<file path="src/hdl/cau_pkg.sv">
// ----------------------------------------------------------------------------
// cau_pkg: shared types, codes and helpers of the complex arithmetic unit
// Operation and status codes, in-flight tag, saturation and width helpers.
// ----------------------------------------------------------------------------
`default_nettype none
package cau_pkg;

  localparam int FRAC_BITS_DEF = 8;
  localparam int DEN_W         = 32;  // width of |b|^2
  localparam int MAG_W         = 33;  // width of a numerator magnitude
  localparam int QBITS         = 17;  // quotient bits kept by the divider

  localparam logic [1:0] CMD_ADD = 2'd0;
  localparam logic [1:0] CMD_SUB = 2'd1;
  localparam logic [1:0] CMD_MUL = 2'd2;
  localparam logic [1:0] CMD_DIV = 2'd3;

  localparam logic [1:0] ST_OK  = 2'd0;
  localparam logic [1:0] ST_SAT = 2'd1;
  localparam logic [1:0] ST_DZ  = 2'd2;

  // Remainder width: holds the scaled numerator and the divisor at the top bit.
  function automatic int cau_rem_w(input int frac);
    return (MAG_W + frac > DEN_W + QBITS - 1) ? MAG_W + frac : DEN_W + QBITS - 1;
  endfunction

  typedef struct packed {
    logic        clamp;
    logic [15:0] val;
  } sat_t;

  // Control that rides along with an item through the divider stages.
  typedef struct packed {
    logic        is_div;
    logic        dz;
    logic        neg_re;
    logic        neg_im;
    logic        ovf_re;
    logic        ovf_im;
    logic [15:0] fast_re;
    logic [15:0] fast_im;
    logic [1:0]  fast_st;
  } tag_t;

  typedef struct packed {
    logic [1:0]  status;
    logic [15:0] im;
    logic [15:0] re;
  } res_t;

  function automatic sat_t cau_sat(input logic signed [32:0] v);
    sat_t s;
    if (v > 33'sd32767) begin
      s.clamp = 1'b1;
      s.val   = 16'h7FFF;
    end else if (v < -33'sd32768) begin
      s.clamp = 1'b1;
      s.val   = 16'h8000;
    end else begin
      s.clamp = 1'b0;
      s.val   = v[15:0];
    end
    return s;
  endfunction

endpackage
`default_nettype wire

</file>
<file path="src/hdl/cau_prep.sv">
// ----------------------------------------------------------------------------
// cau_prep: result and divider setup stage
// Saturates add, subtract and multiply results; scales the numerator magnitudes
// and flags quotients too large for the kept quotient bits.
// ----------------------------------------------------------------------------
`default_nettype none
module cau_prep
  import cau_pkg::*;
#(
  parameter int FRAC_BITS = FRAC_BITS_DEF
) (
  input  wire logic               clk,
  input  wire logic               rst_n,
  input  wire logic               en,
  input  wire logic               in_v,
  input  wire logic [1:0]         cmd,
  input  wire logic signed [16:0] sum_re,
  input  wire logic signed [16:0] sum_im,
  input  wire logic signed [32:0] mul_re,
  input  wire logic signed [32:0] mul_im,
  input  wire logic signed [32:0] num_re,
  input  wire logic signed [32:0] num_im,
  input  wire logic [DEN_W-1:0]   den,
  output logic                    out_v,
  output tag_t                    tag,
  output logic [DEN_W-1:0]        den_o,
  output logic [cau_rem_w(FRAC_BITS)-1:0] rem_re,
  output logic [cau_rem_w(FRAC_BITS)-1:0] rem_im
);

  localparam int MW = MAG_W + FRAC_BITS;
  localparam int WW = cau_rem_w(FRAC_BITS);
  localparam int WC = WW + 1;

  logic signed [32:0] f_re, f_im;
  sat_t               s_re, s_im;
  logic [MAG_W-1:0]   mag_re, mag_im;
  logic [MW-1:0]      m_re, m_im;
  logic [WC-1:0]      lim;
  tag_t               tag_nxt;

  always_comb begin
    if (cmd == CMD_MUL) begin
      f_re = mul_re >>> FRAC_BITS;
      f_im = mul_im >>> FRAC_BITS;
    end else begin
      f_re = {{16{sum_re[16]}}, sum_re};
      f_im = {{16{sum_im[16]}}, sum_im};
    end
    s_re   = cau_sat(f_re);
    s_im   = cau_sat(f_im);
    mag_re = num_re[32] ? MAG_W'(-num_re) : MAG_W'(num_re);
    mag_im = num_im[32] ? MAG_W'(-num_im) : MAG_W'(num_im);
    m_re   = MW'(mag_re) << FRAC_BITS;
    m_im   = MW'(mag_im) << FRAC_BITS;
    lim    = WC'(den) << QBITS;

    tag_nxt.is_div  = (cmd == CMD_DIV);
    tag_nxt.dz      = (den == '0);
    tag_nxt.neg_re  = num_re[32];
    tag_nxt.neg_im  = num_im[32];
    tag_nxt.ovf_re  = (WC'(m_re) >= lim);
    tag_nxt.ovf_im  = (WC'(m_im) >= lim);
    tag_nxt.fast_re = s_re.val;
    tag_nxt.fast_im = s_im.val;
    tag_nxt.fast_st = (s_re.clamp || s_im.clamp) ? ST_SAT : ST_OK;
  end

  always_ff @(posedge clk) begin
    if (!rst_n) begin
      out_v <= 1'b0;
    end else if (en) begin
      out_v <= in_v;
    end
  end

  always_ff @(posedge clk) begin
    if (en) begin
      tag    <= tag_nxt;
      den_o  <= den;
      rem_re <= WW'(m_re);
      rem_im <= WW'(m_im);
    end
  end

endmodule
`default_nettype wire

</file>
<file path="config.mk">
export PLATFORM = sky130hd
export DESIGN_NAME = cau_prep
export DESIGN_NICKNAME = d
export VERILOG_FILES = /design/src/hdl/cau_pkg.sv /design/src/hdl/cau_prep.sv
export SDC_FILE = /design/constraint.sdc
export NUM_CORES = 1
export LEC_CHECK = 0
export BUFFER_PORTS_ARGS = -buffer_cell sky130_fd_sc_hd__clkbuf_2
export CAP_MARGIN = 5
export CELL_PAD_IN_SITES_DETAIL_PLACEMENT = 1
export CELL_PAD_IN_SITES_GLOBAL_PLACEMENT = 2
export CORE_MARGIN = 1
export CORE_UTILIZATION = 30
export CTS_CLUSTER_DIAMETER = 200
export DETAILED_ROUTE_END_ITERATION = 16
export HOLD_SLACK_MARGIN = 0.05
export PLACE_DENSITY_LB_ADDON = 0.1
export SLEW_MARGIN = 20
export SYNTH_ARGS = -nofsm -noshare
export SYNTH_HDL_FRONTEND = slang
export SYNTH_SLANG_ARGS = --single-unit
</file>
<file path="constraint.sdc">
create_clock -name clk -period 8.7 [get_ports clk]
set_input_delay 0.87 -clock clk [delete_from_list [all_inputs] [get_ports clk]]
set_output_delay 0.87 -clock clk [all_outputs]
set_load 0.02 [all_outputs]
</file>
==> results.json <==
{
  "antenna_found_initial": 0,
  "rsz0062_at_grt": "no",
  "async_flop_share": 0,
  "tns_ns": 0,
  "synth_edf_count": 137,
  "fin_crit_ns": 4.272,
  "synthCells": 648,
  "cts_max_path_buffers": 2,
  "ys_seq_area_frac": 0.5351,
  "ys_seq_elements": 138,
  "slew_violations": 0,
  "clkSinkCount": 138,
  "tritoncts": "built",
  "fp.dieW_um": 162.5,
  "route.vias.total": 6324,
  "synth_xor_area_frac": 0.06802,
  "wirelength_um": 25350,
  "multi_input_area_um2": 3292,
  "fp-row-count": 58,
  "clk_pin_slew_ns": 0.06,
  "max_slew_margin": 0.3035,
  "grt_pass1_wl_um": 38340,
  "yosys_warnings": 0,
  "grt_pass1_vias": 6532,
  "final_cells": 1321,
  "setup_viol": 0,
  "grtUsageMet2": 0.3399,
  "core_um2": 25250,
  "io-pin-count": 373,
  "diodes": 0,
  "crit_fanout": 6,
  "hold_violations": 0,
  "grtUsageTotal": 0.1953,
  "synth_top_family_by_area": "simple AND/OR/NAND/NOR gates",
  "worstHoldPathType": "reg2reg",
  "synth-compound-area-share": 0.1083,
  "fmax_mhz": 234.1,
  "die_y_um": 162.5,
  "vias_per_cell": 4.787,
  "yosys.area_share.simple": 0.1119,
  "use_met1": 0.2394,
  "syn_area_um2": 7726,
  "synth_fa_ha_area_frac": 0.08259,
  "tightestPinTransition_ns": 1.045,
  "postCtsSetupBuffers": 0,
  "status": "finished clean",
  "place_inst": 1289,
  "maxCapViolations": 0,
  "cp_data_required_time_ns": 8.98,
  "grt_max_degree": 87,
  "seq_area_um2": 4134,
  "p_leak_uw": 0.004483,
  "start_util": 0.3059,
  "powerDensity_nw_per_um2": 194.3,
  "cts-buffers-inserted": 17,
  "gr-usage-met3": 0.05399,
  "drt_iter0_drc": 364,
  "nets": 1233,
  "fin_skew_ns": 0,
  "cp-start-kind": "input port",
  "place.gp.congestion": 0.7813,
  "htreeDepth": 4,
  "nFillCells": 2874,
  "synth_mux_area_frac": 0.03806,
  "ctsHoldBuffers": 0,
  "yosysUniqueCellTypes": 57,
  "worstSetupPathType": "in2reg",
  "drc": 0,
  "drive_above_1_share": 0.3855,
  "period_share": 0.4910,
  "area_growth_pct": 32.60,
  "clk_latency_ns": 0.42,
  "ant_nets": 0,
  "top_usage_layer": "met2",
  "synthFlopType": "edfxtp_1",
  "wl_per_cell_um": 19.19,
  "hpwlAfterDp_um": 20450,
  "dieArea_um2": 26400,
  "ir_drop_v": 0.0001150,
  "synth.avg_cell_area_um2": 11.92,
  "drt_pre_antenna_iters": 4,
  "clock-root-buffer": "clkbuf_16",
  "end_kind": "register",
  "grt_overflow_total": 0,
  "ctsResizeCount": 0,
  "port_buffers": 325,
  "crit_arrival_ns": 4.55
}
metrics by stage:
stage	power, uW	util	cell area [um2]	worst slack [ns]	hold slack (ns)
3_3_place_gp	1252	0.3817	9641	4.002	0.5001
5_1_grt	2090	0.4057	10240	4.096	0.5674
6_report	1991	0.4057	10240	4.428	0.5276
3_5_place_dp	1257	0.3817	9641	3.929	0.5151
4_1_cts	2025	0.4057	10240	4.375	0.5377
2_1_floorplan	1078	-	7839	4.685	0.5893
placed cells by master, fill, tap and decap left out, types with 4 or more instances in the layout:
cell | netlist | layout
o21ai_1 | 4 | 4
a21o_1 | 8 | 8
o21ai_0 | 44 | 44
or3_1 | 7 | 7
nor3_1 | 17 | 17
a21oi_1 | 15 | 15
nand3_1 | 15 | 15
xnor2_1 | 58 | 58
nand2_1 | 55 | 55
inv_1 | 33 | 33
ha_1 | 51 | 51
nand4_1 | 12 | 12
inv_8 | 0 | 4
buf_4 | 31 | 6
o41ai_1 | 4 | 4
or4_1 | 4 | 4
nor2b_1 | 5 | 5
mux2i_1 | 26 | 26
conb_1 | 1 | 31
inv_6 | 0 | 4
edfxtp_1 | 137 | 137
o31ai_2 | 4 | 4
a211oi_1 | 5 | 5
nor4_1 | 15 | 15
clkbuf_16 | 0 | 17
clkinvlp_4 | 0 | 4
clkbuf_2 | 0 | 324
a31oi_1 | 9 | 9
nor2_1 | 13 | 13
o31ai_1 | 15 | 15
critical path, stage by stage:
cell and delay [ns]:
clkbuf_2 0.11, or4_1 0.56, or3_1 0.39, nor4b_2 0.28
nand2_1 0.25, o31ai_1 0.30, xnor2_1 0.15, ha_1 0.33
nand4_1 0.10, nor4_1 0.63, nand4b_1 0.17, nor3_1 0.22
a221o_1 0.18
power by group:
part / total [uW] / internal (uW) / switching, uW / leakage [uW]
clock network: 753 / 434 / 319 / 0.000285
registers: 827 / 809 / 17.4 / 0.00135
logic: 411 / 143 / 268 / 0.00285
total: 1990 / 1390 / 604 / 0.00448
area by class of cell:
cell class / count / area share
Multi-Input combinational cell: 457 / 0.3213
Timing Repair Buffer: 331 / 0.1638
Tap cell: 330 / 0.04030
Clock buffer: 17 / 0.04152
Sequential cell: 138 / 0.4035
Clock inverter: 15 / 0.01746
Inverter: 33 / 0.01209
routing by layer:
layer  up-vias  routed length [um]
met5         -                   0
met4         0                 206
met3        11                1827
met2       229               12490
met1      3027               10830
li1       3057                   -
logic make-up (layout without fill, tap and decap cells):
| family | Yosys count | in the layout |
|---|---|---|
| buffers and inverters | 83 | 396 |
| AOI/OAI and AO/OA | 125 | 125 |
| muxes | 29 | 29 |
| and+or+nand+nor | 161 | 161 |
| adders and majority gates | 51 | 51 |
| DFF | 138 | 138 |
| xor gates and xnor gates | 60 | 60 |
| other | 1 | 31 |
Yosys cell counts (2+ instances only):
library cell	number	area share
a211oi_1	5	0.0049
a21o_1	8	0.0078
a21oi_1	15	0.0097
a311oi_1	2	0.0023
a31oi_1	9	0.0073
and2_1	3	0.0024
buf_1	2	0.00097
buf_4	31	0.030
clkbuf_1	16	0.0078
edfxtp_1	137	0.53
ha_1	51	0.083
inv_1	33	0.016
mux2_2	3	0.0044
mux2i_1	26	0.034
nand2_1	55	0.027
nand2b_1	4	0.0032
nand3_1	15	0.0097
nand4_1	12	0.0097
nor2_1	13	0.0063
nor2b_1	5	0.0040
nor3_1	17	0.011
nor4_1	15	0.012
nor4b_1	2	0.0023
o21ai_0	44	0.029
o21ai_1	4	0.0026
o31ai_1	15	0.015
o31ai_2	4	0.0065
o41ai_1	4	0.0045
o41ai_2	3	0.0063
or3_1	7	0.0057
or4_1	4	0.0039
xnor2_1	58	0.066
xor2_1	2	0.0023
state kept, by name, summed over array words and instances, names as in the netlist:
| name | count |
|---|---|
| tag | 39 |
| rem_im | 33 |
| rem_re | 33 |
| den_o | 32 |
| out_v | 1 |
worst paths after layout:
kind	end	from	cells past startpoint	slack, ns
setup / recovery	tag[35]$_DFFE_PP_	num_re[14]	13	4.43
hold / removal	out_v$_SDFFE_PN0P_	out_v$_SDFFE_PN0P_	2	0.53
setup reg to reg	out_v$_SDFFE_PN0P_	out_v$_SDFFE_PN0P_	2	8.10
hold reg to reg	out_v$_SDFFE_PN0P_	out_v$_SDFFE_PN0P_	2	0.53
Note: power is estimated with default switching activity, not from simulation.
