$ cat config.mk
export PLATFORM = sky130hd
export DESIGN_NAME = cau_mul
export DESIGN_NICKNAME = d
export VERILOG_FILES = /design/src/hdl/cau_pkg.sv /design/src/hdl/cau_mul.sv
export SDC_FILE = /design/constraint.sdc
export NUM_CORES = 2
export LEC_CHECK = 0
export BUFFER_PORTS_ARGS = -buffer_cell sky130_fd_sc_hd__buf_2
export CELL_PAD_IN_SITES_DETAIL_PLACEMENT = 0
export CELL_PAD_IN_SITES_GLOBAL_PLACEMENT = 1
export CORE_MARGIN = 2
export CORE_UTILIZATION = 47
export DETAILED_ROUTE_END_ITERATION = 7
export GPL_ROUTABILITY_DRIVEN = 0
export PLACE_DENSITY = 0.82
export RECOVER_POWER = 100
export SLEW_MARGIN = 5
export SYNTH_ARGS = -nofsm -noshare
export SYNTH_HDL_FRONTEND = slang
export SYNTH_SLANG_ARGS = --single-unit
$ cat constraint.sdc
create_clock -name clk -period 7.7 [get_ports clk]
set_input_delay 1.54 -clock clk [delete_from_list [all_inputs] [get_ports clk]]
set_output_delay 1.54 -clock clk [all_outputs]
set_load 0.03 [all_outputs]
$ cat src/hdl/cau_pkg.sv
// ----------------------------------------------------------------------------
// cau_pkg: shared types, codes and helpers of the complex arithmetic unit
// Operation and status codes, in-flight tag, saturation and width helpers.
// ----------------------------------------------------------------------------
`default_nettype none
package cau_pkg;

  localparam int FRAC_BITS_DEF = 8;
  localparam int DEN_W         = 32;  // width of |b|^2
  localparam int MAG_W         = 33;  // width of a numerator magnitude
  localparam int QBITS         = 17;  // quotient bits kept by the divider

  localparam logic [1:0] CMD_ADD = 2'd0;
  localparam logic [1:0] CMD_SUB = 2'd1;
  localparam logic [1:0] CMD_MUL = 2'd2;
  localparam logic [1:0] CMD_DIV = 2'd3;

  localparam logic [1:0] ST_OK  = 2'd0;
  localparam logic [1:0] ST_SAT = 2'd1;
  localparam logic [1:0] ST_DZ  = 2'd2;

  // Remainder width: holds the scaled numerator and the divisor at the top bit.
  function automatic int cau_rem_w(input int frac);
    return (MAG_W + frac > DEN_W + QBITS - 1) ? MAG_W + frac : DEN_W + QBITS - 1;
  endfunction

  typedef struct packed {
    logic        clamp;
    logic [15:0] val;
  } sat_t;

  // Control that rides along with an item through the divider stages.
  typedef struct packed {
    logic        is_div;
    logic        dz;
    logic        neg_re;
    logic        neg_im;
    logic        ovf_re;
    logic        ovf_im;
    logic [15:0] fast_re;
    logic [15:0] fast_im;
    logic [1:0]  fast_st;
  } tag_t;

  typedef struct packed {
    logic [1:0]  status;
    logic [15:0] im;
    logic [15:0] re;
  } res_t;

  function automatic sat_t cau_sat(input logic signed [32:0] v);
    sat_t s;
    if (v > 33'sd32767) begin
      s.clamp = 1'b1;
      s.val   = 16'h7FFF;
    end else if (v < -33'sd32768) begin
      s.clamp = 1'b1;
      s.val   = 16'h8000;
    end else begin
      s.clamp = 1'b0;
      s.val   = v[15:0];
    end
    return s;
  endfunction

endpackage
`default_nettype wire

$ cat src/hdl/cau_mul.sv
// ----------------------------------------------------------------------------
// cau_mul: product and sum stages
// Stage one forms the six partial products, stage two the sums and |b|^2.
// ----------------------------------------------------------------------------
`default_nettype none
module cau_mul
  import cau_pkg::*;
(
  input  wire logic               clk,
  input  wire logic               rst_n,
  input  wire logic               en,
  input  wire logic               in_v,
  input  wire logic [1:0]         cmd,
  input  wire logic signed [15:0] a_re,
  input  wire logic signed [15:0] a_im,
  input  wire logic signed [15:0] b_re,
  input  wire logic signed [15:0] b_im,
  output logic                    out_v,
  output logic [1:0]              cmd_o,
  output logic signed [16:0]      sum_re,
  output logic signed [16:0]      sum_im,
  output logic signed [32:0]      mul_re,
  output logic signed [32:0]      mul_im,
  output logic signed [32:0]      num_re,
  output logic signed [32:0]      num_im,
  output logic [DEN_W-1:0]        den
);

  logic               v1_r;
  logic [1:0]         cmd1_r;
  logic signed [15:0] ar_r, ai_r, br_r, bi_r;
  logic signed [31:0] p_rr_r, p_ii_r, p_ri_r, p_ir_r, s_rr_r, s_ii_r;

  always_ff @(posedge clk) begin
    if (!rst_n) begin
      v1_r <= 1'b0;
    end else if (en) begin
      v1_r <= in_v;
    end
  end

  always_ff @(posedge clk) begin
    if (en) begin
      cmd1_r <= cmd;
      ar_r   <= a_re;
      ai_r   <= a_im;
      br_r   <= b_re;
      bi_r   <= b_im;
      p_rr_r <= a_re * b_re;
      p_ii_r <= a_im * b_im;
      p_ri_r <= a_re * b_im;
      p_ir_r <= a_im * b_re;
      s_rr_r <= b_re * b_re;
      s_ii_r <= b_im * b_im;
    end
  end

  logic signed [16:0] ext_ar, ext_ai, ext_br, ext_bi;
  logic signed [32:0] e_rr, e_ii, e_ri, e_ir;

  always_comb begin
    ext_ar = {ar_r[15], ar_r};
    ext_ai = {ai_r[15], ai_r};
    ext_br = {br_r[15], br_r};
    ext_bi = {bi_r[15], bi_r};
    e_rr   = {p_rr_r[31], p_rr_r};
    e_ii   = {p_ii_r[31], p_ii_r};
    e_ri   = {p_ri_r[31], p_ri_r};
    e_ir   = {p_ir_r[31], p_ir_r};
  end

  always_ff @(posedge clk) begin
    if (!rst_n) begin
      out_v <= 1'b0;
    end else if (en) begin
      out_v <= v1_r;
    end
  end

  always_ff @(posedge clk) begin
    if (en) begin
      cmd_o  <= cmd1_r;
      sum_re <= (cmd1_r == CMD_SUB) ? ext_ar - ext_br : ext_ar + ext_br;
      sum_im <= (cmd1_r == CMD_SUB) ? ext_ai - ext_bi : ext_ai + ext_bi;
      mul_re <= e_rr - e_ii;
      mul_im <= e_ri + e_ir;
      num_re <= e_rr + e_ii;
      num_im <= e_ir - e_ri;
      den    <= DEN_W'(s_rr_r) + DEN_W'(s_ii_r);
    end
  end

endmodule
`default_nettype wire

==> results.toml <==
[grt]
number_of_antenna_violations_at_the_first_check_in_global_routing = 20
grt_start_max_net_pins = 164
globalRouteTotalUtil_pct = 24.71
grt_pass1_wl_um = 337700
first_global_vias = 62250
globalRouteOverflowTotal = 0

[detailed_routing]
wl_met1_um = 85060
topRoutingLayerUsed = "met5"
first_iter_violations = 3365
wl_met3_um = 11450
antenna_left = 0
post_drt_via_cell_ratio = 5.138
post-route-drc-count = 0
routedWlPerCell_um = 18.67
first_pass_iters = 5
wl_um = 207600
number_of_vias_in_the_routed_layout = 57120
dr_wl_met2_um = 100600

[critical_path]
reg_to_reg_critical_path_startpoint = "bi_r[0]"
criticalPathCategory = "in2reg"
reg2reg_slack_ns = 2.78
cp.arrival_ns = 7.90
critical_path.max_stage_delay_ns = 0.56
worst-endpoint-required_ns = 8.16
end_kind = "register"
worstPathCellList = "buf_2 -> clkbuf_1 -> nand2_1 -> fa_1 -> inv_1 -> fa_1 -> fa_1 -> fa_1 -> fa_1 -> inv_1 -> fa_1 -> inv_1 -> ha_1 -> a21o_1 -> a21oi_1 -> o21ai_1 -> or4_1 -> a2111oi_4 -> nor4_2 -> a311o_1 -> a21o_1 -> a21oi_2 -> xnor2_1"
critical_path.startpoint_type = "input pin"
worst-path-buf-inv = 5
cpMaxStageDelayCell = "or4_1"
endpoint_of_the_lowest_slack_register_to_register_path = "sum_im[16]"
r2r_cells = 15
crit_family = "adder cells"
crit_fanout = 7
cp_common_cell = "fa_1"

[timing]
grt_setup_unrepaired = "false"
timing.final.hold_violations = 0
final_max_slew_viol_count = 224
finalSetupViolations = 0
max_freq_mhz = 134.5
fin_worst_skew_ns = 0.04905
tightestPinTransition_ns = 6.013
period_needed_ns = 7.438
timing.final.crit_share_pct = 96.59
timing.slew.headroom_pct = -300.9

[clocking]
cts_max_path_buffers = 3
cts_inserted_buffers = 58
cts_root_buffer = "clkbuf_16"
htree_levels = 2
clk_latency_ns = 0.72
cts.hold.buffers_added = 0
sink_count_of_the_clock_tree = 454
clk_pin_slew_worst_paths_ns = 0.06
postCtsResizedCells = 0
cts_setup_buffers = 0
tritoncts = "yes"

[run_status]
failed_checks = "max-capacitance violations, max-slew violations"
run_status = "finished with violations"

[synthesis]
ys.warnings.count = 0
ys_types = 78
yosysTopAreaCell = "fa_1"
synth_edf_count = 452
syn-cell-area_um2 = 80230
asyncSetResetFlopFracSynth_pct = 0
syn_nets = 10500
yosys_register_bits = 454
post_synth_inst_count = 8199
synth_area_leaders = "fa_1 38%, edfxtp_1 17%, ha_1 11%"
synth_sequential_area_ratio_pct = 16.97
synth_top_area_share_pct = 37.93
syn-mean-instance-area_um2 = 9.786
synth_ff_type = "edfxtp_1"

[floorplanning]
floorplan.die.height_um = 417.2
width_of_the_die_um = 417.2
initial_core_util_pct = 47.34
core-area_um2 = 169500
fp-row-count = 151
pin_count = 271
dieArea_um2 = 174000

[final_layout]
final_cell_count_without_fillers = 11120
finalNetCount = 11140
area_growth_syn_to_layout_pct = 12.35
finish.utilization_pct = 53.19
fraction_of_layout_cells_with_a_size_suffix_above_1_pct = 8.741

[hold_path]
worst_hold_startpoint = "cmd1_r[0]"
min_delay_worst_endpoint = "cmd_o[0]"
worstHoldPathCells = 0
worst_hold_path_type = "reg2reg"

[placement]
hpwlAfterDp_um = 175400
dp.cells = 11000
numPortBuffers = 270

[flow_run]
maxCapViolCount = 1
-- how the worst max path moves through the flow --
stage / end / start / slack (ns) / cells after the start
after floorplan: p_rr_r[31] / b_re[5] / -0.07 / 22
after global placement: p_ri_r[31] / b_im[2] / -0.21 / 23
after detailed placement: p_ri_r[31] / b_im[2] / -0.27 / 23
after CTS: p_ri_r[31] / b_im[2] / 0.49 / 23
after global routing: p_rr_r[31] / b_re[11] / 0.05 / 23
final: p_rr_r[31] / a_re[7] / 0.26 / 23
-- worst register-to-register path: stages (launching register included) --
cell and delay (ns):
edfxtp_1 0.51, clkbuf_1 0.36, or4_1 0.61, nor4_1 0.44, inv_1 0.08, nor2_1 0.36
nor2_1 0.10, xnor2_1 0.15, ha_1 0.32, or3_1 0.15, o21ai_0 0.07, a21oi_1 0.48
nand4_1 0.18, nand4b_1 0.14, a21oi_1 0.10, xnor2_1 0.55
-- cells in the mapped netlist, types with 9 or more instances --
cell	n
a211o_1	10
a211oi_1	28
a21boi_0	11
a21o_1	89
a21oi_1	293
a31o_2	19
a31oi_1	25
a41oi_1	10
and2_1	561
and3_1	26
clkbuf_1	298
edfxtp_1	452
fa_1	1520
ha_1	708
inv_1	1968
nand2_1	732
nand2b_1	65
nand3_1	51
nand4_1	16
nor2_1	321
nor2b_1	57
nor3_1	62
nor4_1	18
o2111ai_1	9
o211ai_1	10
o21a_1	36
o21ai_0	137
o21bai_1	56
o31ai_1	15
or2_2	17
or3_1	19
xnor2_1	326
xor2_1	94
-- metrics by stage --
step	area (µm²)	hold WS, ns	TNS [ns]	setup slack [ns]
floorplan	80260	0.4413	-0.07236	-0.07236
global placement	88650	0.4885	-2.413	-0.2104
detailed placement	88650	0.4859	-4.253	-0.2731
CTS	90640	0.4961	0	0.4937
global route	90130	0.5140	0	0.04504
finish	90140	0.4956	0	0.2623
-- per-layer routing --
layer / GRT usage (%) / vias up
met4: 10.25 / 14
met1: 31.99 / 28860
met2: 41.84 / 1568
li1: - / 26280
met3: 3.239 / 392
met5: 0 / -
-- cells in the final DEF, fill, tap and decap left out, types with 17 or more instances in the layout --
| master | instances |
|---|---|
| a21oi_1 | 293 |
| o21a_1 | 36 |
| fa_1 | 1517 |
| xnor2_1 | 326 |
| clkbuf_1 | 269 |
| buf_12 | 59 |
| nor3_1 | 62 |
| nor2b_1 | 56 |
| ha_1 | 708 |
| nor2_1 | 321 |
| buf_2 | 52 |
| and3_1 | 26 |
| nand2b_1 | 65 |
| inv_1 | 1968 |
| nand3_1 | 51 |
| clkbuf_16 | 59 |
| and2_0 | 33 |
| a211oi_1 | 29 |
| xor2_1 | 94 |
| and2_1 | 528 |
| or2_2 | 17 |
| a31oi_1 | 25 |
| a21o_1 | 89 |
| edfxtp_1 | 452 |
| a31o_2 | 19 |
| nor4_1 | 18 |
| o21bai_1 | 56 |
| or3_1 | 19 |
| nand2_1 | 732 |
| buf_4 | 498 |
| o31ai_1 | 18 |
| o21ai_0 | 142 |
-- flip-flops by register name, indices dropped and copies added (netlist names), 2 cells and up --
name and count:
ai_r 16, p_ri_r 32, num_im 32, p_ir_r 32, cmd_o 2, den 32, sum_re 17, bi_r 16
p_ii_r 32, num_re 32, p_rr_r 32, s_ii_r 30, ar_r 16, br_r 16, s_rr_r 30, mul_im 33
mul_re 33, sum_im 17, cmd1_r 2
-- logic make-up after synthesis --
family                   count (synthesis)  synth area share, %
AO/OA/AOI/OAI                          830                6.651
flip-flops                             454                16.97
buffers and inverters                 2283                10.70
multiplexers                             8               0.1014
AND/OR/NAND/NOR                       1976                12.03
adder cells (fa/ha/maj)               2228                48.97
XOR/XNOR                               420                4.585
-- area by class of cell --
class | count | area (µm²)
Multi-Input combinational cell | 5462 | 58010
Timing Repair Buffer | 895 | 6330
Tap cell | 2218 | 2775
Fill cell | 15230 | 79330
Clock buffer | 61 | 1484
Antenna cell | 11 | 27.53
Clock inverter | 47 | 508.0
Sequential cell | 454 | 13610
Inverter | 1970 | 7395
Power is not shown: default switching activity piles up to over one toggle a cycle in this logic, so the estimate is an artifact.
